File: src/sv/inband_command_serial_mux_defines.svh
// assertion macros for the inband command serial mux
// used by the top level; expects signals named clock and reset in scope
`ifndef INBAND_COMMAND_SERIAL_MUX_DEFINES_SVH
`define INBAND_COMMAND_SERIAL_MUX_DEFINES_SVH

`ifndef SYNTHESIS
// antecedent implies consequent in the same cycle
`define ICSM_ASSERT_IMPLY(label, ante, cons) \
   label: assert property (@(posedge clock) disable iff (reset) (ante) |-> (cons)) \
      else $error("icsm: implication check failed");
// expression must never be true outside reset
`define ICSM_ASSERT_NEVER(label, expr) \
   label: assert property (@(posedge clock) disable iff (reset) !(expr)) \
      else $error("icsm: forbidden condition seen");
`else
`define ICSM_ASSERT_IMPLY(label, ante, cons)
`define ICSM_ASSERT_NEVER(label, expr)
`endif

`endif

File: src/sv/icsm_pkg.sv
// shared types and codes for the inband command serial mux
// no dependencies
`default_nettype none

package icsm_pkg;

   // parse modes
   localparam logic [1:0] MODE_NORMAL = 2'd0;
   localparam logic [1:0] MODE_ARG    = 2'd1;
   localparam logic [1:0] MODE_RAW    = 2'd2;

   // device ids
   localparam logic [1:0] DEV_BUOY   = 2'd0;
   localparam logic [1:0] DEV_SENSOR = 2'd1;
   localparam logic [1:0] DEV_MODEM  = 2'd2;

   // command codes
   localparam logic [2:0] CMD_ANTENNA  = 3'd1;
   localparam logic [2:0] CMD_RAW_BYTE = 3'd2;
   localparam logic [2:0] CMD_CONNECT  = 3'd3;
   localparam logic [2:0] CMD_POWEROFF = 3'd4;
   localparam logic [2:0] CMD_RAW_LEN  = 3'd5;

   // back-end operations
   localparam logic [2:0] OP_NONE     = 3'd0;
   localparam logic [2:0] OP_FWD      = 3'd1;
   localparam logic [2:0] OP_ANT_GPS  = 3'd2;
   localparam logic [2:0] OP_ANT_SAT  = 3'd3;
   localparam logic [2:0] OP_CONNECT  = 3'd4;
   localparam logic [2:0] OP_POWEROFF = 3'd5;

   // argument letters
   localparam logic [7:0] CHAR_G = 8'h47;
   localparam logic [7:0] CHAR_I = 8'h49;
   localparam logic [7:0] CHAR_S = 8'h53;
   localparam logic [7:0] CHAR_B = 8'h42;

   // bytes below this open a command
   localparam logic [7:0] CMD_LIMIT = 8'd8;

   localparam int RAW_COUNT_BITS_DEFAULT = 8;

   // power reset: buoy on, sensor on, modem off
   localparam logic [2:0] POWER_RESET = 3'b011;

   // operation passed from the front to the back
   typedef struct packed {
      logic [2:0] op;
      logic [1:0] dev;
      logic [7:0] data;
      logic [1:0] mode;
   } icsm_entry_type;

endpackage

`default_nettype wire

File: src/sv/inband_command_serial_mux.sv
// In-band command serial mux: takes one byte per transaction from the downstream
// link and returns one result per byte, carrying the forwarded byte (if any) and
// the antenna, power, link and parse state after that byte. One byte is accepted
// every clock cycle while results are taken; a result appears once its byte has
// passed through the parser-to-executor queue and the output register. While
// the result side stalls the parser keeps taking bytes until the two-entry queue
// is full: one more byte when streaming back to back, two after an idle gap.
// depends on icsm_pkg, icsm_front, icsm_queue, icsm_back and the defines header
`default_nettype none

`include "inband_command_serial_mux_defines.svh"

module inband_command_serial_mux #(
   parameter int RAW_COUNT_BITS = icsm_pkg::RAW_COUNT_BITS_DEFAULT
) (
   input  wire logic       clock,
   input  wire logic       reset,
   input  wire logic       req_valid,
   output logic            req_stall,
   input  wire logic [7:0] req_rx_byte,
   output logic            rsp_valid,
   input  wire logic       rsp_stall,
   output logic            rsp_fwd_valid,
   output logic [1:0]      rsp_fwd_dest,
   output logic [7:0]      rsp_fwd_data,
   output logic            rsp_antenna_sel,
   output logic            rsp_pwr_buoy,
   output logic            rsp_pwr_sensor,
   output logic            rsp_pwr_modem,
   output logic [1:0]      rsp_linked_dev,
   output logic            rsp_link_open,
   output logic [1:0]      rsp_parse_mode
);

   icsm_pkg::icsm_entry_type push_entry;
   icsm_pkg::icsm_entry_type pop_entry;
   logic                     pop_valid;
   logic                     pop_stall;

   // parser
   icsm_front #(
      .RAW_COUNT_BITS(RAW_COUNT_BITS)
   ) u_front (
      .clock       (clock),
      .reset       (reset),
      .req_valid   (req_valid),
      .req_rx_byte (req_rx_byte),
      .push_stall  (req_stall),
      .push_entry  (push_entry)
   );

   // decoupling queue
   icsm_queue u_queue (
      .clock      (clock),
      .reset      (reset),
      .push_valid (req_valid),
      .push_entry (push_entry),
      .push_stall (req_stall),
      .pop_valid  (pop_valid),
      .pop_entry  (pop_entry),
      .pop_stall  (pop_stall)
   );

   // executor and output register
   icsm_back u_back (
      .clock           (clock),
      .reset           (reset),
      .pop_valid       (pop_valid),
      .pop_entry       (pop_entry),
      .pop_stall       (pop_stall),
      .rsp_valid       (rsp_valid),
      .rsp_stall       (rsp_stall),
      .rsp_fwd_valid   (rsp_fwd_valid),
      .rsp_fwd_dest    (rsp_fwd_dest),
      .rsp_fwd_data    (rsp_fwd_data),
      .rsp_antenna_sel (rsp_antenna_sel),
      .rsp_pwr_buoy    (rsp_pwr_buoy),
      .rsp_pwr_sensor  (rsp_pwr_sensor),
      .rsp_pwr_modem   (rsp_pwr_modem),
      .rsp_linked_dev  (rsp_linked_dev),
      .rsp_link_open   (rsp_link_open),
      .rsp_parse_mode  (rsp_parse_mode)
   );

   // checks
   `ICSM_ASSERT_IMPLY(a_fwd_needs_open, rsp_valid && rsp_fwd_valid, rsp_link_open)
   `ICSM_ASSERT_IMPLY(a_idle_fields_zero, rsp_valid && !rsp_fwd_valid,
      (rsp_fwd_data == 8'd0) && (rsp_fwd_dest == icsm_pkg::DEV_BUOY))
   `ICSM_ASSERT_IMPLY(a_closed_on_buoy, rsp_valid && !rsp_link_open,
      rsp_linked_dev == icsm_pkg::DEV_BUOY)
   `ICSM_ASSERT_IMPLY(a_open_dev_powered, rsp_valid && rsp_link_open,
      (rsp_linked_dev == icsm_pkg::DEV_BUOY && rsp_pwr_buoy) ||
      (rsp_linked_dev == icsm_pkg::DEV_SENSOR && rsp_pwr_sensor) ||
      (rsp_linked_dev == icsm_pkg::DEV_MODEM && rsp_pwr_modem))
   `ICSM_ASSERT_NEVER(a_mode_code, rsp_valid && (rsp_parse_mode == 2'd3))

endmodule

`default_nettype wire

File: src/sv/icsm_front.sv
// front end: byte parser that tracks command and raw modes
// and turns each byte into one back-end operation; uses icsm_pkg
`default_nettype none

module icsm_front #(
   parameter int RAW_COUNT_BITS = icsm_pkg::RAW_COUNT_BITS_DEFAULT
) (
   input  wire logic                     clock,
   input  wire logic                     reset,
   input  wire logic                     req_valid,
   input  wire logic [7:0]               req_rx_byte,
   input  wire logic                     push_stall,
   output icsm_pkg::icsm_entry_type      push_entry
);

   logic [1:0]                mode_ff, mode_in;
   logic [2:0]                pending_ff, pending_in;
   logic [RAW_COUNT_BITS-1:0] raw_count_ff, raw_count_in;
   logic [1:0]                letter_dev;
   logic                      letter_ok;
   logic                      accept;

   assign accept = req_valid && !push_stall;

   // device letter decode
   always_comb begin
      letter_ok  = 1'b1;
      letter_dev = icsm_pkg::DEV_BUOY;
      if (req_rx_byte == icsm_pkg::CHAR_I) begin
         letter_dev = icsm_pkg::DEV_MODEM;
      end else if (req_rx_byte == icsm_pkg::CHAR_S) begin
         letter_dev = icsm_pkg::DEV_SENSOR;
      end else if (req_rx_byte == icsm_pkg::CHAR_B) begin
         letter_dev = icsm_pkg::DEV_BUOY;
      end else begin
         letter_ok = 1'b0;
      end
   end

   // classify the byte against the parse state
   always_comb begin
      mode_in         = mode_ff;
      pending_in      = pending_ff;
      raw_count_in    = raw_count_ff;
      push_entry.op   = icsm_pkg::OP_NONE;
      push_entry.dev  = letter_dev;
      push_entry.data = req_rx_byte;
      case (mode_ff)
         icsm_pkg::MODE_RAW: begin
            push_entry.op = icsm_pkg::OP_FWD;
            if (raw_count_ff <= RAW_COUNT_BITS'(1)) begin
               raw_count_in = '0;
               mode_in      = icsm_pkg::MODE_NORMAL;
            end else begin
               raw_count_in = raw_count_ff - RAW_COUNT_BITS'(1);
            end
         end
         icsm_pkg::MODE_ARG: begin
            mode_in    = icsm_pkg::MODE_NORMAL;
            pending_in = 3'd0;
            case (pending_ff)
               icsm_pkg::CMD_ANTENNA: begin
                  if (req_rx_byte == icsm_pkg::CHAR_G) begin
                     push_entry.op = icsm_pkg::OP_ANT_GPS;
                  end else if (req_rx_byte == icsm_pkg::CHAR_I) begin
                     push_entry.op = icsm_pkg::OP_ANT_SAT;
                  end
               end
               icsm_pkg::CMD_RAW_BYTE: begin
                  push_entry.op = icsm_pkg::OP_FWD;
               end
               icsm_pkg::CMD_CONNECT: begin
                  if (letter_ok) begin
                     push_entry.op = icsm_pkg::OP_CONNECT;
                  end
               end
               icsm_pkg::CMD_POWEROFF: begin
                  if (letter_ok) begin
                     push_entry.op = icsm_pkg::OP_POWEROFF;
                  end
               end
               icsm_pkg::CMD_RAW_LEN: begin
                  mode_in = icsm_pkg::MODE_RAW;
                  if (req_rx_byte == 8'd0) begin
                     raw_count_in = RAW_COUNT_BITS'(1);
                  end else begin
                     raw_count_in = RAW_COUNT_BITS'(req_rx_byte);
                  end
               end
               default: begin
                  push_entry.op = icsm_pkg::OP_NONE;
               end
            endcase
         end
         default: begin
            // normal, and the unused mode code
            mode_in = icsm_pkg::MODE_NORMAL;
            if (req_rx_byte < icsm_pkg::CMD_LIMIT) begin
               mode_in    = icsm_pkg::MODE_ARG;
               pending_in = req_rx_byte[2:0];
            end else begin
               push_entry.op = icsm_pkg::OP_FWD;
            end
         end
      endcase
      push_entry.mode = mode_in;
   end

   // parse state registers
   always_ff @(posedge clock) begin
      if (reset) begin
         mode_ff      <= icsm_pkg::MODE_NORMAL;
         pending_ff   <= 3'd0;
         raw_count_ff <= '0;
      end else if (accept) begin
         mode_ff      <= mode_in;
         pending_ff   <= pending_in;
         raw_count_ff <= raw_count_in;
      end
   end

endmodule

`default_nettype wire

File: src/sv/icsm_queue.sv
// two-entry queue between the front parser and the back executor
// uses icsm_pkg for the entry type
`default_nettype none

module icsm_queue (
   input  wire logic                     clock,
   input  wire logic                     reset,
   input  wire logic                     push_valid,
   input  wire icsm_pkg::icsm_entry_type push_entry,
   output logic                          push_stall,
   output logic                          pop_valid,
   output icsm_pkg::icsm_entry_type      pop_entry,
   input  wire logic                     pop_stall
);

   icsm_pkg::icsm_entry_type mem [2];
   logic       wr_ptr_ff, wr_ptr_in;
   logic       rd_ptr_ff, rd_ptr_in;
   logic [1:0] count_ff, count_in;
   logic       push, pop;

   assign push_stall = (count_ff == 2'd2);
   assign pop_valid  = (count_ff != 2'd0);
   assign pop_entry  = mem[rd_ptr_ff];
   assign push       = push_valid && !push_stall;
   assign pop        = pop_valid && !pop_stall;

   // pointer and fill count update
   always_comb begin
      wr_ptr_in = push ? ~wr_ptr_ff : wr_ptr_ff;
      rd_ptr_in = pop ? ~rd_ptr_ff : rd_ptr_ff;
      count_in  = count_ff;
      if (push && !pop) begin
         count_in = count_ff + 2'd1;
      end else if (pop && !push) begin
         count_in = count_ff - 2'd1;
      end
   end

   always_ff @(posedge clock) begin
      if (reset) begin
         wr_ptr_ff <= 1'b0;
         rd_ptr_ff <= 1'b0;
         count_ff  <= 2'd0;
      end else begin
         wr_ptr_ff <= wr_ptr_in;
         rd_ptr_ff <= rd_ptr_in;
         count_ff  <= count_in;
      end
   end

   // storage
   always_ff @(posedge clock) begin
      if (push) begin
         mem[wr_ptr_ff] <= push_entry;
      end
   end

endmodule

`default_nettype wire

File: src/sv/icsm_back.sv
// back end: applies operations to antenna, power and link state
// and holds the result transaction; uses icsm_pkg
`default_nettype none

module icsm_back (
   input  wire logic                     clock,
   input  wire logic                     reset,
   input  wire logic                     pop_valid,
   input  wire icsm_pkg::icsm_entry_type pop_entry,
   output logic                          pop_stall,
   output logic                          rsp_valid,
   input  wire logic                     rsp_stall,
   output logic                          rsp_fwd_valid,
   output logic [1:0]                    rsp_fwd_dest,
   output logic [7:0]                    rsp_fwd_data,
   output logic                          rsp_antenna_sel,
   output logic                          rsp_pwr_buoy,
   output logic                          rsp_pwr_sensor,
   output logic                          rsp_pwr_modem,
   output logic [1:0]                    rsp_linked_dev,
   output logic                          rsp_link_open,
   output logic [1:0]                    rsp_parse_mode
);

   logic       valid_ff, valid_in;
   logic       fwd_ff, fwd_in;
   logic [1:0] dest_ff, dest_in;
   logic [7:0] data_ff, data_in;
   logic [1:0] mode_ff;
   logic       antenna_ff, antenna_in;
   logic [2:0] power_ff, power_in;
   logic [1:0] linked_ff, linked_in;
   logic       open_ff, open_in;
   logic       take;

   // load a new result when the output register is empty or being drained
   assign pop_stall = valid_ff && rsp_stall;
   assign take      = pop_valid && !pop_stall;

   // execute one operation
   always_comb begin
      antenna_in = antenna_ff;
      power_in   = power_ff;
      linked_in  = linked_ff;
      open_in    = open_ff;
      fwd_in     = 1'b0;
      dest_in    = icsm_pkg::DEV_BUOY;
      data_in    = 8'd0;
      case (pop_entry.op)
         icsm_pkg::OP_FWD: begin
            if (open_ff) begin
               fwd_in  = 1'b1;
               dest_in = linked_ff;
               data_in = pop_entry.data;
            end
         end
         icsm_pkg::OP_ANT_GPS: begin
            antenna_in = 1'b0;
         end
         icsm_pkg::OP_ANT_SAT: begin
            antenna_in = 1'b1;
         end
         icsm_pkg::OP_CONNECT: begin
            linked_in                = pop_entry.dev;
            power_in[pop_entry.dev]  = 1'b1;
            open_in                  = 1'b1;
         end
         icsm_pkg::OP_POWEROFF: begin
            if (power_ff[pop_entry.dev]) begin
               power_in[pop_entry.dev] = 1'b0;
               if (pop_entry.dev == linked_ff) begin
                  linked_in = icsm_pkg::DEV_BUOY;
                  open_in   = 1'b0;
               end
            end
         end
         default: begin
            fwd_in = 1'b0;
         end
      endcase
      valid_in = take || (valid_ff && rsp_stall);
   end

   // device state and output register
   always_ff @(posedge clock) begin
      if (reset) begin
         valid_ff   <= 1'b0;
         antenna_ff <= 1'b0;
         power_ff   <= icsm_pkg::POWER_RESET;
         linked_ff  <= icsm_pkg::DEV_SENSOR;
         open_ff    <= 1'b1;
      end else begin
         valid_ff <= valid_in;
         if (take) begin
            antenna_ff <= antenna_in;
            power_ff   <= power_in;
            linked_ff  <= linked_in;
            open_ff    <= open_in;
         end
      end
   end

   always_ff @(posedge clock) begin
      if (take) begin
         fwd_ff  <= fwd_in;
         dest_ff <= dest_in;
         data_ff <= data_in;
         mode_ff <= pop_entry.mode;
      end
   end

   // state only moves when a new result loads, so it matches the held result
   assign rsp_valid       = valid_ff;
   assign rsp_fwd_valid   = fwd_ff;
   assign rsp_fwd_dest    = dest_ff;
   assign rsp_fwd_data    = data_ff;
   assign rsp_antenna_sel = antenna_ff;
   assign rsp_pwr_buoy    = power_ff[0];
   assign rsp_pwr_sensor  = power_ff[1];
   assign rsp_pwr_modem   = power_ff[2];
   assign rsp_linked_dev  = linked_ff;
   assign rsp_link_open   = open_ff;
   assign rsp_parse_mode  = mode_ff;

endmodule

`default_nettype wire
File: config.mk
export PLATFORM = sky130hd
export DESIGN_NAME = inband_command_serial_mux
export DESIGN_NICKNAME = d
export VERILOG_FILES = /design/src/sv/icsm_pkg.sv /design/src/sv/inband_command_serial_mux.sv /design/src/sv/icsm_front.sv /design/src/sv/icsm_queue.sv /design/src/sv/icsm_back.sv
export VERILOG_INCLUDE_DIRS = /design/src /design/src/sv
export SDC_FILE = /design/constraint.sdc
export NUM_CORES = 1
export LEC_CHECK = 0
export CAP_MARGIN = 10
export CELL_PAD_IN_SITES_DETAIL_PLACEMENT = 1
export CELL_PAD_IN_SITES_GLOBAL_PLACEMENT = 2
export CORE_AREA = 5 5 93 95
export CTS_CLUSTER_SIZE = 40
export DETAILED_ROUTE_END_ITERATION = 6
export DIE_AREA = 0 0 98 100
export DONT_BUFFER_PORTS = 1
export PLACE_DENSITY_LB_ADDON = 0.05
export SYNTH_ARGS = -nofsm -noshare
export SYNTH_HDL_FRONTEND = slang
export SYNTH_HIERARCHICAL = 1
export SYNTH_SLANG_ARGS = --single-unit
File: constraint.sdc
create_clock -name clock -period 5.3 [get_ports clock]
set_input_delay 1.06 -clock clock [delete_from_list [all_inputs] [get_ports clock]]
set_output_delay 1.06 -clock clock [all_outputs]
set_load 0.01 [all_outputs]
======== Word-level counts from Yosys, hierarchy flattened ========
Memories as Yosys holds them, arrays and structs flattened. A register that Yosys moved wholly into a read port is not among the register bits.
Index checks and enable logic that the tools add are counted.
storage, ports and cells
  register bits after elaboration ......... 38
  word-level logic and storage cells ...... 116
  memories kept ........................... 1
  bits in writable memories ............... 30
memory list
  name         words  bits a word  read ports  clocked after Yosys merged registers in  wr ports  line              source
  u_queue.mem  2      15           1           1                                        1         icsm_queue.sv:16  icsm_pkg::icsm_entry_type mem [2];
operators by class
  mux-type cells .......................... 42
  reduce and logical (&&, ||, !) cells .... 24
  order comparisons ....................... 4
  bitwise gates (word level) .............. 6
  eq/ne operators ......................... 21
  add/subtract/negate cells ............... 3
operators by type and width
  cell                                                 count
  equality test 8 x 7 -> 1 bit, second input constant  4
  2-to-1 mux 8 bit                                     3
  case mux 3 bit (2 select lines)                      3
  2-to-1 mux 2 bit                                     8
  case mux 8 bit (2 select lines)                      1
  2-to-1 mux 1 bit                                     15
  2-to-1 mux 3 bit                                     5
  equality test 3 x 2 -> 1 bit, second input constant  4
  equality test 3 bit, second input constant           4
  case mux 3 bit (4 select lines)                      1
  nonzero test 2 bit                                   6
  AND reduction 3 bit                                  3
  <= comparator 8 x 1 -> 1 bit, second input constant  1
  zero test 8 bit                                      1
  < comparator 8 x 4 -> 1 bit, second input constant   1
  case mux 2 bit (2 select lines)                      2
  subtractor 8 x 1 -> 8 bit, second input constant     1
  equality test 3 x 1 -> 1 bit, second input constant  2
  logical AND 1 bit                                    6
  equality test 2 bit, second input constant           2
  zero test 1 bit                                      4
  != test 2 x 1 -> 1 bit, second input constant        2
  case mux 1 bit (2 select lines)                      2
  AND reduction 2 bit                                  2
  other kinds (15)                                     17

======== Depth between registers and ports, before layout ========
Gate-level depths: netlist (run 1).
  word-level depth ........................ 8
  gate-level depth with buffers ........... 8

======== Hierarchy ========
The synthesis (run 1) kept the hierarchy.
by module, submodules not included
  module      area each (µm²)  sequential area each (µm²)  instances  cells an instance
  icsm_queue  1305.0           1001.0                      1          72
  icsm_front  1196.1           260.2                       1          153
  icsm_back   937.1            550.5                       1          72

======== Least setup slack after synthesis (run 1) ========
OpenSTA, ideal clock, no wires.
  path kind ............................... input to register
  from .................................... input port rsp_stall
  to ...................................... register u_back.linked_ff[0] (netlist: u_back/rsp_linked_dev[0])
  data arrival time ....................... 2.230 ns
  setup slack ............................. 2.947 ns
  stages .................................. 4
  path buffers ............................ 0
  data required time ...................... 5.177 ns
  setup time .............................. 0.123 ns
  cells stage by stage .................... a21boi_2 and3b_1 nand3_1 a221o_2
between the ends
  word-level cells in the longest chain between the ends .. 4
ends and longest elaborated chain
  element                        line                             source
  start, declared                inband_command_serial_mux.sv:22  input wire logic rsp_stall,
  logical AND 1 bit              icsm_back.sv:37                  assign pop_stall = valid_ff && rsp_stall;
  zero test 1 bit                icsm_back.sv:38                  assign take = pop_valid && !pop_stall;
  logical AND 1 bit              icsm_back.sv:38
  AND reduction 4 bit (no line)  --
  end signal, assigned           icsm_back.sv:90                  linked_ff <= icsm_pkg::DEV_SENSOR;
  end signal, assigned           icsm_back.sv:97                  linked_ff <= linked_in;
  end, declared                  icsm_back.sv:32                  logic [1:0] linked_ff, linked_in;
No other way between the ends.
A chain may end at the register's enable or synchronous reset.

==> qor.yml, run 1 <==
worstPathMaxFanout: 15
portBuffers: 0
numCtsBuffers: 9
period_needed_ns: 2.27
drive_above_1_share: 0.171
antenna_found_initial: 0
grt_pass1_vias: 2311
synth_top_area_share: 0.376
outcome: "complete, no violations"
wire_per_inst_um: 18.5
timing.rr.end: "u_back/rsp_fwd_data[3]$_SDFFCE_PN0N_"
rsz0062_at_grt: "false"
synth_flop_cell: "edfxtp_1"
initial_utilization: 0.450
reg2reg_depth: 4
diodes: 0
yosys_warnings: 6
cp.required_ns: 5.50
grt_max_degree: 28
min_from: "u_queue/wr_ptr_ff$_SDFFE_PP0P_"
postRouteAntennaNets: 0
hold_path_end: "u_queue/wr_ptr_ff$_SDFFE_PP0P_"
die_width_um: 98
ctsLongestPathBuffers: 2
yosys.cell_types.count: 67
die_y_um: 100
ys_seq_elements: 69
fin_worst_skew_ns: 0.0119
track_usage: 0.156
async_flop_share: 0
tns_ns: 0
path_clk_slew_ns: 0.08
finalPower_mw: 1.46
holdCritPathClass: "flop to flop"
min_period_over_period: 0.429
synth_most_common_cell: "edfxtp_1"
htreeDepth: 3
startpoint_type: "flop"
avgViaCountPerCell: 5.63
final_hold_viol_count: 0
slew_viol_final: 0
yosysSeqAreaShare: 0.527
clkSinkCount: 69
drtPass1Iterations: 4
power_density_nw_per_um2: 402
wirelength_um: 7310
root_buffer: "clkbuf_8"
final_nets: 304
die_area_um2: 9800
instances_no_fill: 394
dpl_cell_area_um2: 3430
fmax_mhz: 440
rows: 32
dp_cells: 377
end_kind: "flop"
worstPathArrival_ns: 2.48
synthTopCellsByCount: "43 x edfxtp_1, 26 x dfxtp_1, 21 x nor2_1"
synthTopCellsByArea: "edfxtp_1 38%, dfxtp_1 15%, mux2_2 4.9%, and2_1 2.4%, a21oi_1 2.3%"
io_pins: 34
worst_pin_slew_ns: 0.707
grt_pass1_wl_um: 12000
power.leakage_nw: 1.26
grt-ovfl-total: 0
yosysTopAreaCell: "edfxtp_1"
synth_nets: 314
drt_drc_violations_left: 0
criticalPathCategory: "flop to flop"
netlist_area_um2: 3440
post-cts-setup-buffers: 0
synth_edf_count: 43
peakVddDrop_mv: 0.148
core_um2: 7650
cts-resized-gates: 0
slew-limit-headroom: 0.528
ff2ff_setup_slack_ns: 3.03
cts_tree: "yes"
cap_viol_max_count: 0
synth_cells: 297
final_area_um2: 3620
areaGrowthSynthToFinish_pct: 5.35
hpwl_um: 5170
min_delay_path_depth: 2
routabilityCongestion: 0.776
setup_viol: 0
cts_hold_buf: 0
insertion_delay_ns: 0.33
syn-mean-instance-area_um2: 11.6
vias: 2219
drtIter0Drc: 31
==> per-stage QoR <==
step                worst slack, ns  hold WS (ns)  utilization
global route                   2.92         0.534        0.474
CTS                            2.60         0.494        0.473
floorplan                      2.95         0.452            -
detailed placement             2.61         0.481        0.448
finish                         3.03         0.490        0.474
global placement               2.70         0.462        0.448
==> layout by cell type, fill, tap and decap left out, types with 4 or more instances in the layout <==
cell	Yosys	routed
xor2_1	6	6
inv_1	15	15
edfxtp_1	43	43
mux2i_1	5	5
clkbuf_8	0	9
and2_1	13	13
ha_1	5	5
mux2_2	15	15
nor3_1	6	6
nand2_1	8	8
nand3b_1	5	5
a21oi_1	16	16
dfxtp_1	26	26
nand3_1	8	8
o21ai_0	7	7
nor2_1	21	21
nand2b_1	4	4
==> routing by layer <==
| metal | track usage | wire length [µm] |
|---|---|---|
| met5 | 0 | 0 |
| met4 | 0.0575 | 97 |
| met3 | 0.0382 | 353 |
| met2 | 0.260 | 3480 |
| met1 | 0.197 | 3370 |
==> report_power, final <==
part | internal, mW | switching [mW] | total (mW) | leakage (nW)
clock | 0.214 | 0.199 | 0.413 | 0.0887
sequential | 0.698 | 0.0835 | 0.781 | 0.619
combinational | 0.118 | 0.144 | 0.262 | 0.548
==> final cells by class <==
cell class                 instances  area, µm²
clock inverter                     7       66.3
tap                              102        128
timing repair buffer               3       20.0
clock buffer                       9        124
sequential                        69       1810
inverter                          15       56.3
fill                             815       4030
multi-input combinational        189       1420
==> sequential cells by signal (all words and copies together) (netlist names), named ones only <==
name and flops:
u_queue/count_ff 2, u_back/rsp_fwd_dest 2, u_back/rsp_valid 1, u_back/rsp_fwd_valid 1, u_back/rsp_antenna_sel 1, u_front/raw_count_ff 8
u_front/mode_ff 2, u_back/rsp_link_open 1, u_back/rsp_fwd_data 8, u_front/pending_ff 3, u_queue/mem 30, u_back/rsp_parse_mode 2
u_queue/wr_ptr_ff 1, u_back/rsp_linked_dev 2, u_queue/rd_ptr_ff 1
==> how the worst max path moves through the flow <==
stage,from,endpoint,slack [ns]
6_report,flop,u_back/rsp_fwd_data[3]$_SDFFCE_PN0N_,3.03
5_1_grt,flop,u_back/rsp_fwd_data[3]$_SDFFCE_PN0N_,2.92
4_1_cts,flop,u_back/rsp_fwd_data[3]$_SDFFCE_PN0N_,2.60
3_5_place_dp,flop,u_back/rsp_fwd_data[3]$_SDFFCE_PN0N_,2.61
3_3_place_gp,flop,u_back/rsp_fwd_valid$_SDFFCE_PP0N_,2.70
2_1_floorplan,rsp_stall,u_back/rsp_linked_dev[0]$_SDFFE_PP1P_,2.95
==> logic make-up after synthesis <==
kind of cell / count (synthesis) / synth area share
XOR/XNOR: 7 / 0.0178
AND/OR/NAND/NOR: 98 / 0.183
AO/OA/AOI/OAI: 59 / 0.130
flip-flops: 69 / 0.527
adder cells (fa/ha/maj): 5 / 0.0182
multiplexers: 20 / 0.0637
buffers and inverters: 39 / 0.0611
==> critical path: stages (launching register included) <==
cell and delay (ns):
dfxtp_1 0.72, mux2_2 0.46, nor4bb_1 0.53, clkbuf_2 0.28
and2_1 0.15
(Power assumes the default switching activity.)
==> run 2: changes to the inputs <==
--- a/config.mk
+++ b/config.mk
@@ -6,13 +6,14 @@
 export SDC_FILE = /design/constraint.sdc
 export NUM_CORES = 1
 export LEC_CHECK = 0
+export ABC_AREA = 1
 export CAP_MARGIN = 10
 export CELL_PAD_IN_SITES_DETAIL_PLACEMENT = 1
 export CELL_PAD_IN_SITES_GLOBAL_PLACEMENT = 2
-export CORE_AREA = 5 5 93 95
+export CORE_AREA = 5 5 104 106
 export CTS_CLUSTER_SIZE = 40
 export DETAILED_ROUTE_END_ITERATION = 6
-export DIE_AREA = 0 0 98 100
+export DIE_AREA = 0 0 109 111
 export DONT_BUFFER_PORTS = 1
 export PLACE_DENSITY_LB_ADDON = 0.05
 export SYNTH_ARGS = -nofsm -noshare
==> constraint.sdc (replaced) <==
create_clock -name clock -period 1.88 [get_ports clock]
set_input_delay 0.376 -clock clock [delete_from_list [all_inputs] [get_ports clock]]
set_output_delay 0.376 -clock clock [all_outputs]
set_load 0.01 [all_outputs]
==> qor.yml, run 2 <==
path_clk_slew_ns: 0.08  # about the same
outcome: "complete, no violations"
cts-resized-gates: 0  # unchanged
post-cts-setup-buffers: 0  # unchanged
largest_reg_flops: 30  # unchanged
cap_viol_max_count: 0  # unchanged
areaGrowthSynthToFinish_pct: 10.3
synth_xor_area_frac: 0.0152  # -0.00263
synth-compound-area-share: 0.0717  # -0.0579
end_kind: "flop"
htreeDepth: 3  # unchanged
min_period_over_period: 0.894  # +0.465
tns_ns: 0  # unchanged
yosysTopAreaCell: "edfxtp_1"
initial_utilization: 0.357  # -0.0926
seq_power_share: 0.433  # -0.104
die_width_um: 109  # +11%
synth_nets: 382  # +22%
die_y_um: 111  # +11%
power.leakage_nw: 1.72  # +37%
period_needed_ns: 1.68  # -0.594 ns
synth-simple-area-share: 0.210  # +0.0272
track_usage: 0.129  # -0.0268
clockPowerShare: 0.261  # -0.022
yosys_warnings: 6  # unchanged
reg2reg_depth: 8  # +4
pwr-share-comb: 0.307  # +0.127
syn-mean-instance-area_um2: 9.47  # -18%
p_int_mw: 3.56  # +250%
diodes: 0  # unchanged
synth_top_area_share: 0.374  # -0.00204
worstPathArrival_ns: 1.91  # -0.57 ns
criticalPathCategory: "flop to flop"
critPathTopFamily: "buffers and inverters"
drt_drc_violations_left: 0  # unchanged
hpwl_um: 5630  # +9.0%
min_delay_path_depth: 1  # -1
die_area_um2: 12100  # +23%
portBuffers: 0  # unchanged
drtIter0Drc: 73  # +140%
hold_path_end: "u_back/rsp_valid$_SDFF_PP0_"
synth_most_common_cell: "nand2_1"
top_register: "u_queue/mem"
vias: 2300  # +3.7%
grt_max_degree: 16  # -43%
holdCritPathClass: "primary input to flop"
wirelength_um: 7220  # -1.2%
core_um2: 9680  # +27%
slew-limit-headroom: 0.805  # +0.276
layout_common_cells: "63 x nand2_1, 58 x inv_1, 43 x edfxtp_1"
root_buffer: "clkbuf_8"
final_hold_viol_count: 0  # unchanged
p_sw_frac: 0.335  # +0.0419
synth.area.mux_share: 0.0597  # -0.00396
synth_edf_count: 43  # unchanged
rsz0062_at_grt: "false"
fin_util: 0.394  # -0.0800
final_nets: 390  # +28%
insertion_delay_ns: 0.33  # about the same
grt_pass1_vias: 2353  # +1.8%
slew_viol_final: 0  # unchanged
yosysSeqAreaShare: 0.524  # -0.00286
cpPeakStageDelay_ns: 0.40  # -0.32 ns
synth_cells: 365  # +23%
antenna_found_initial: 0  # unchanged
power.switching_mw: 1.79  # +320%
synthTopCellsByArea: "edfxtp_1 37%, dfxtp_1 15%, nand2_1 6.8%, inv_1 6.3%, nor2_1 4.6%"
netlist_area_um2: 3460  # +0.55%
drive_above_1_share: 0.172  # +0.00118
cp.required_ns: 2.11  # -3.39 ns
fin_worst_skew_ns: 0.0144  # +0.00248 ns
drtPass1Iterations: 5  # +1
clkSinkCount: 69  # unchanged
startpoint_type: "flop"
routabilityCongestion: 0.735  # -5.3%
io_pins: 34  # unchanged
worstPathMaxFanout: 9  # -6
grt_pass1_wl_um: 12100  # +0.57%
synth_flop_cell: "edfxtp_1"
wire_per_inst_um: 14.2  # -24%
async_flop_share: 0  # unchanged
path_cells: "buf_4, mux2_4, inv_2, nand3_2, inv_1, nand3_4, a21oi_1, nand2_1"
synthTopCellsByCount: "63 x nand2_1, 58 x inv_1, 43 x edfxtp_1"
synthAdderAreaFrac: 0.0181  # -0.0000988
cts_hold_buf: 0  # unchanged
slowest_stage: "dfxtp_1"
worst-path-buf-inv: 3  # +2
min_from: "reset"
setup_viol: 0  # unchanged
avgViaCountPerCell: 4.51  # -20%
ctsLongestPathBuffers: 2  # unchanged
worst_pin_slew_ns: 0.293  # -0.415 ns
rows: 36  # +13%
ff2ff_setup_slack_ns: 0.20  # -2.83 ns
final_common_cell: "nand2_1"
numCtsBuffers: 9  # unchanged
power_density_nw_per_um2: 1400  # +250%
postRouteAntennaNets: 0  # unchanged
timing.rr.end: "u_back/rsp_link_open$_SDFFE_PP1P_"
yosys.cell_types.count: 40  # -40%
fmax_mhz: 595  # +35%
peakVddDrop_mv: 0.422  # +180%
cts_tree: "yes"
grt-ovfl-total: 0  # unchanged
synth_top_family_by_area: "simple AND/OR/NAND/NOR gates"
ys_seq_elements: 69  # unchanged
[run 2: changes by cell type after synthesis, sizes merged, moves of 4 or more]
cell,previous run,this run
nand4,0,4
and2,13,0
nor2,21,47
nand3b,5,0
nand3,8,25
nand2b,4,0
buf,20,11
nand2,8,68
mux2i,5,0
o21ai,7,17
inv,15,63
[run 2: how the worst max path moves through the flow]
| stage | startpoint | to | slack, ns | cells past startpoint |
|---|---|---|---|---|
| 2_1_floorplan | flop | flop | 0.29 | 11 |
| 5_1_grt | flop | flop | 0.05 | 9 |
| 3_3_place_gp | flop | u_back/rsp_link_open$_SDFFE_PP1P_ | 0.21 | 8 |
| 4_1_cts | flop | u_back/rsp_link_open$_SDFFE_PP1P_ | 0.17 | 8 |
| 6_report | flop | u_back/rsp_link_open$_SDFFE_PP1P_ | 0.20 | 8 |
| 3_5_place_dp | flop | u_back/rsp_link_open$_SDFFE_PP1P_ | 0.17 | 8 |
[run 2: layer usage]
metal,global-route usage,wire [µm],up-vias
li1,-,-,1197
met4,0.0303,62,0
met1,0.168,3450,1064
met5,0,0,-
met2,0.207,3440,35
met3,0.0419,274,4
[run 2: cell type report]
type / count / area, µm²
tap: 133 / 166
fill: 1120 / 5870
timing repair buffer: 9 / 67.6
clock inverter: 5 / 100
multi-input combinational: 220 / 1290
clock buffer: 10 / 128
inverter: 64 / 244
sequential: 69 / 1810
[run 2: worst reg2reg max path: stages, from the launching register on]
cell and delay, ns:
dfxtp_1 0.40, buf_4 0.24, mux2_4 0.33, inv_2 0.09, nand3_2 0.11, inv_1 0.14, nand3_4 0.10, a21oi_1 0.13
nand2_1 0.05
[run 2: power groups by stage]
stage	sequential [mW]	clock [mW]	combinational [mW]
3_5_place_dp	2.36	0	1.67
4_1_cts	2.33	1.46	1.68
2_1_floorplan	2.30	0	1.36
5_1_grt	2.37	1.54	1.85
3_3_place_gp	2.35	0	1.65
6_report	2.32	1.40	1.64
[run 2: logic make-up after synthesis]
group	after synthesis
buffers and inverters	76
adder cells (fa/ha/maj)	5
flip-flops	69
AO/OA/AOI/OAI	43
multiplexers	15
AND/OR/NAND/NOR	151
XOR/XNOR	6
[run 2: metrics by stage]
| step | setup WS, ns | hold slack [ns] | power (mW) | cells | cell area (µm²) |
|---|---|---|---|---|---|
| 5_1_grt | 0.0469 | 0.0761 | 5.76 | 510 | 3810 |
| 2_1_floorplan | 0.286 | 0.438 | 3.66 | 365 | 3460 |
| 3_5_place_dp | 0.172 | 0.445 | 4.04 | 495 | 3580 |
| 4_1_cts | 0.174 | 0.0871 | 5.47 | 510 | 3810 |
| 6_report | 0.200 | 0.106 | 5.35 | 510 | 3810 |
| 3_3_place_gp | 0.210 | 0.445 | 4.01 | 495 | 3580 |
==> run 3: changes to the inputs <==
==> constraint.sdc (replaced) <==
create_clock -name clock -period 1.88 [get_ports clock]
set_input_delay 0.188 -clock clock [delete_from_list [all_inputs] [get_ports clock]]
set_output_delay 0.188 -clock clock [all_outputs]
set_load 0.01 [all_outputs]
==> qor.yml, run 3 (synthesis gave the netlist of run 2 again) <==
outcome: "complete, no violations"
worstPathArrival_ns: 1.90  # about the same
final_area_um2: 3900  # +2.4%
ff2ff_setup_slack_ns: 0.20  # about the same
worst_slack_ns: 0.202  # +0.00275 ns
hpwl_um: 5630  # unchanged
end_kind: "flop"
final_nets: 399  # +2.3%
holdCritPathClass: "primary input to flop"
track_usage: 0.132  # +0.00326
final_common_cell: "nand2_1"
fin_hold_ws_ns: 0.0326  # -0.0734 ns
grt_pass1_vias: 2407  # +2.3%
fmax_mhz: 596  # +0.16%
final_hold_viol_count: 0  # unchanged
hold_path_end: "u_back/rsp_link_open$_SDFFE_PP1P_"
grt_pass1_wl_um: 12400  # +2.3%
drtIter0Drc: 85  # +16%
wirelength_um: 7400  # +2.4%
avgViaCountPerCell: 4.48  # -0.58%
routabilityCongestion: 0.735  # unchanged
clkSinkCount: 69  # unchanged
core_um2: 9680  # unchanged
htreeDepth: 3  # unchanged
min_period_over_period: 0.892  # -0.00147
setup_viol: 0  # unchanged
rsz0062_at_grt: "false"
fin_worst_skew_ns: 0.0139  # -0.000517 ns
cts_tree: "yes"
insertion_delay_ns: 0.33  # about the same
drt_drc_violations_left: 0  # unchanged
layout_common_cells: "63 x nand2_1, 58 x inv_1, 43 x edfxtp_1"
io_pins: 34  # unchanged
peakVddDrop_mv: 0.422  # +0.15%
worstPathMaxFanout: 6  # -3
vias: 2327  # +1.2%
areaGrowthSynthToFinish_pct: 12.9
grt-ovfl-total: 0  # unchanged
die_area_um2: 12100  # unchanged
portBuffers: 0  # unchanged
dpl_cell_area_um2: 3580  # unchanged
cp.required_ns: 2.10  # about the same
wire_per_inst_um: 14.3  # +0.66%
worst_pin_slew_ns: 0.528  # +0.235 ns
slew-limit-headroom: 0.647  # -0.158
antenna_found_initial: 0  # unchanged
min_delay_path_depth: 2  # +1
ctsLongestPathBuffers: 2  # unchanged
initial_utilization: 0.357  # unchanged
rows: 36  # unchanged
drive_above_1_share: 0.168  # -0.00402
top_register: "u_queue/mem"
path_clk_slew_ns: 0.08  # about the same
post-cts-setup-buffers: 0  # unchanged
dpl_worst_slack_ns: 0.172  # unchanged
drtPass1Iterations: 5  # unchanged
period_needed_ns: 1.68  # -0.00276 ns
nFillCells: 1120  # unchanged
startpoint_type: "flop"
root_buffer: "clkbuf_8"
cap_viol_max_count: 0  # unchanged
slew_viol_final: 0  # unchanged
postRouteAntennaNets: 0  # unchanged
criticalPathCategory: "flop to flop"
diodes: 0  # unchanged
power_density_nw_per_um2: 1380  # -1.8%
tns_ns: 0  # unchanged
reg2reg_depth: 9  # +1
die_y_um: 111  # unchanged
finalPower_mw: 5.38  # +0.48%
numCtsBuffers: 9  # unchanged
largest_reg_flops: 30  # unchanged
die_width_um: 109  # unchanged
power.leakage_nw: 1.75  # +2.2%
min_from: "reset"
grt_max_degree: 16  # unchanged
run 3: how the worst max path moves through the flow:
stage	end	slack, ns	cells past startpoint
floorplan	flop	0.29	11
global placement	u_back/rsp_link_open$_SDFFE_PP1P_	0.21	8
detailed placement	u_back/rsp_link_open$_SDFFE_PP1P_	0.17	8
CTS	u_back/rsp_link_open$_SDFFE_PP1P_	0.17	8
global route	flop	0.05	9
finish	flop	0.20	9
run 3: through the flow:
step	util	std cells
after floorplan	-	365
after global placement	0.370	495
after detailed placement	0.370	495
after CTS	0.403	519
after global routing	0.403	519
final	0.403	519
run 3: report_power, final:
part / switching [mW] / internal, mW
Combinational: 1.01 / 0.652
Sequential: 0.265 / 2.05
Clock: 0.527 / 0.870
run 3: repair_timing:
item | in CTS | in global routing
hold endpoints to repair | 24 | 0
hold buffers | 9 | 0
resized for setup | 0 | 0
run 3: critical path: stages (launching register included):
cell	delay [ns]
dfxtp_1	0.40
mux2_2	0.44
nor2_2	0.17
nand2_1	0.07
nand2_1	0.07
inv_2	0.05
a21oi_2	0.19
nand2_1	0.07
nand2_1	0.06
nand3_1	0.06
run 3: layout make-up:
type / count / area [µm²] / share of cell area
clock buffer: 10 / 128 / 0.0327
tap: 133 / 166 / 0.0426
clock inverter: 5 / 100 / 0.0256
inverter: 64 / 244 / 0.0625
sequential: 69 / 1810 / 0.464
multi-input combinational: 220 / 1290 / 0.332
timing repair buffer: 18 / 158 / 0.0404
run 3: layer usage:
layer / up-vias / global-route usage / part of all wire
met3: 4 / 0.0414 / 0.033
met4: 0 / 0.0303 / 0.0082
met2: 31 / 0.214 / 0.48
met1: 1076 / 0.172 / 0.48
met5: - / 0 / 0
li1: 1216 / - / -
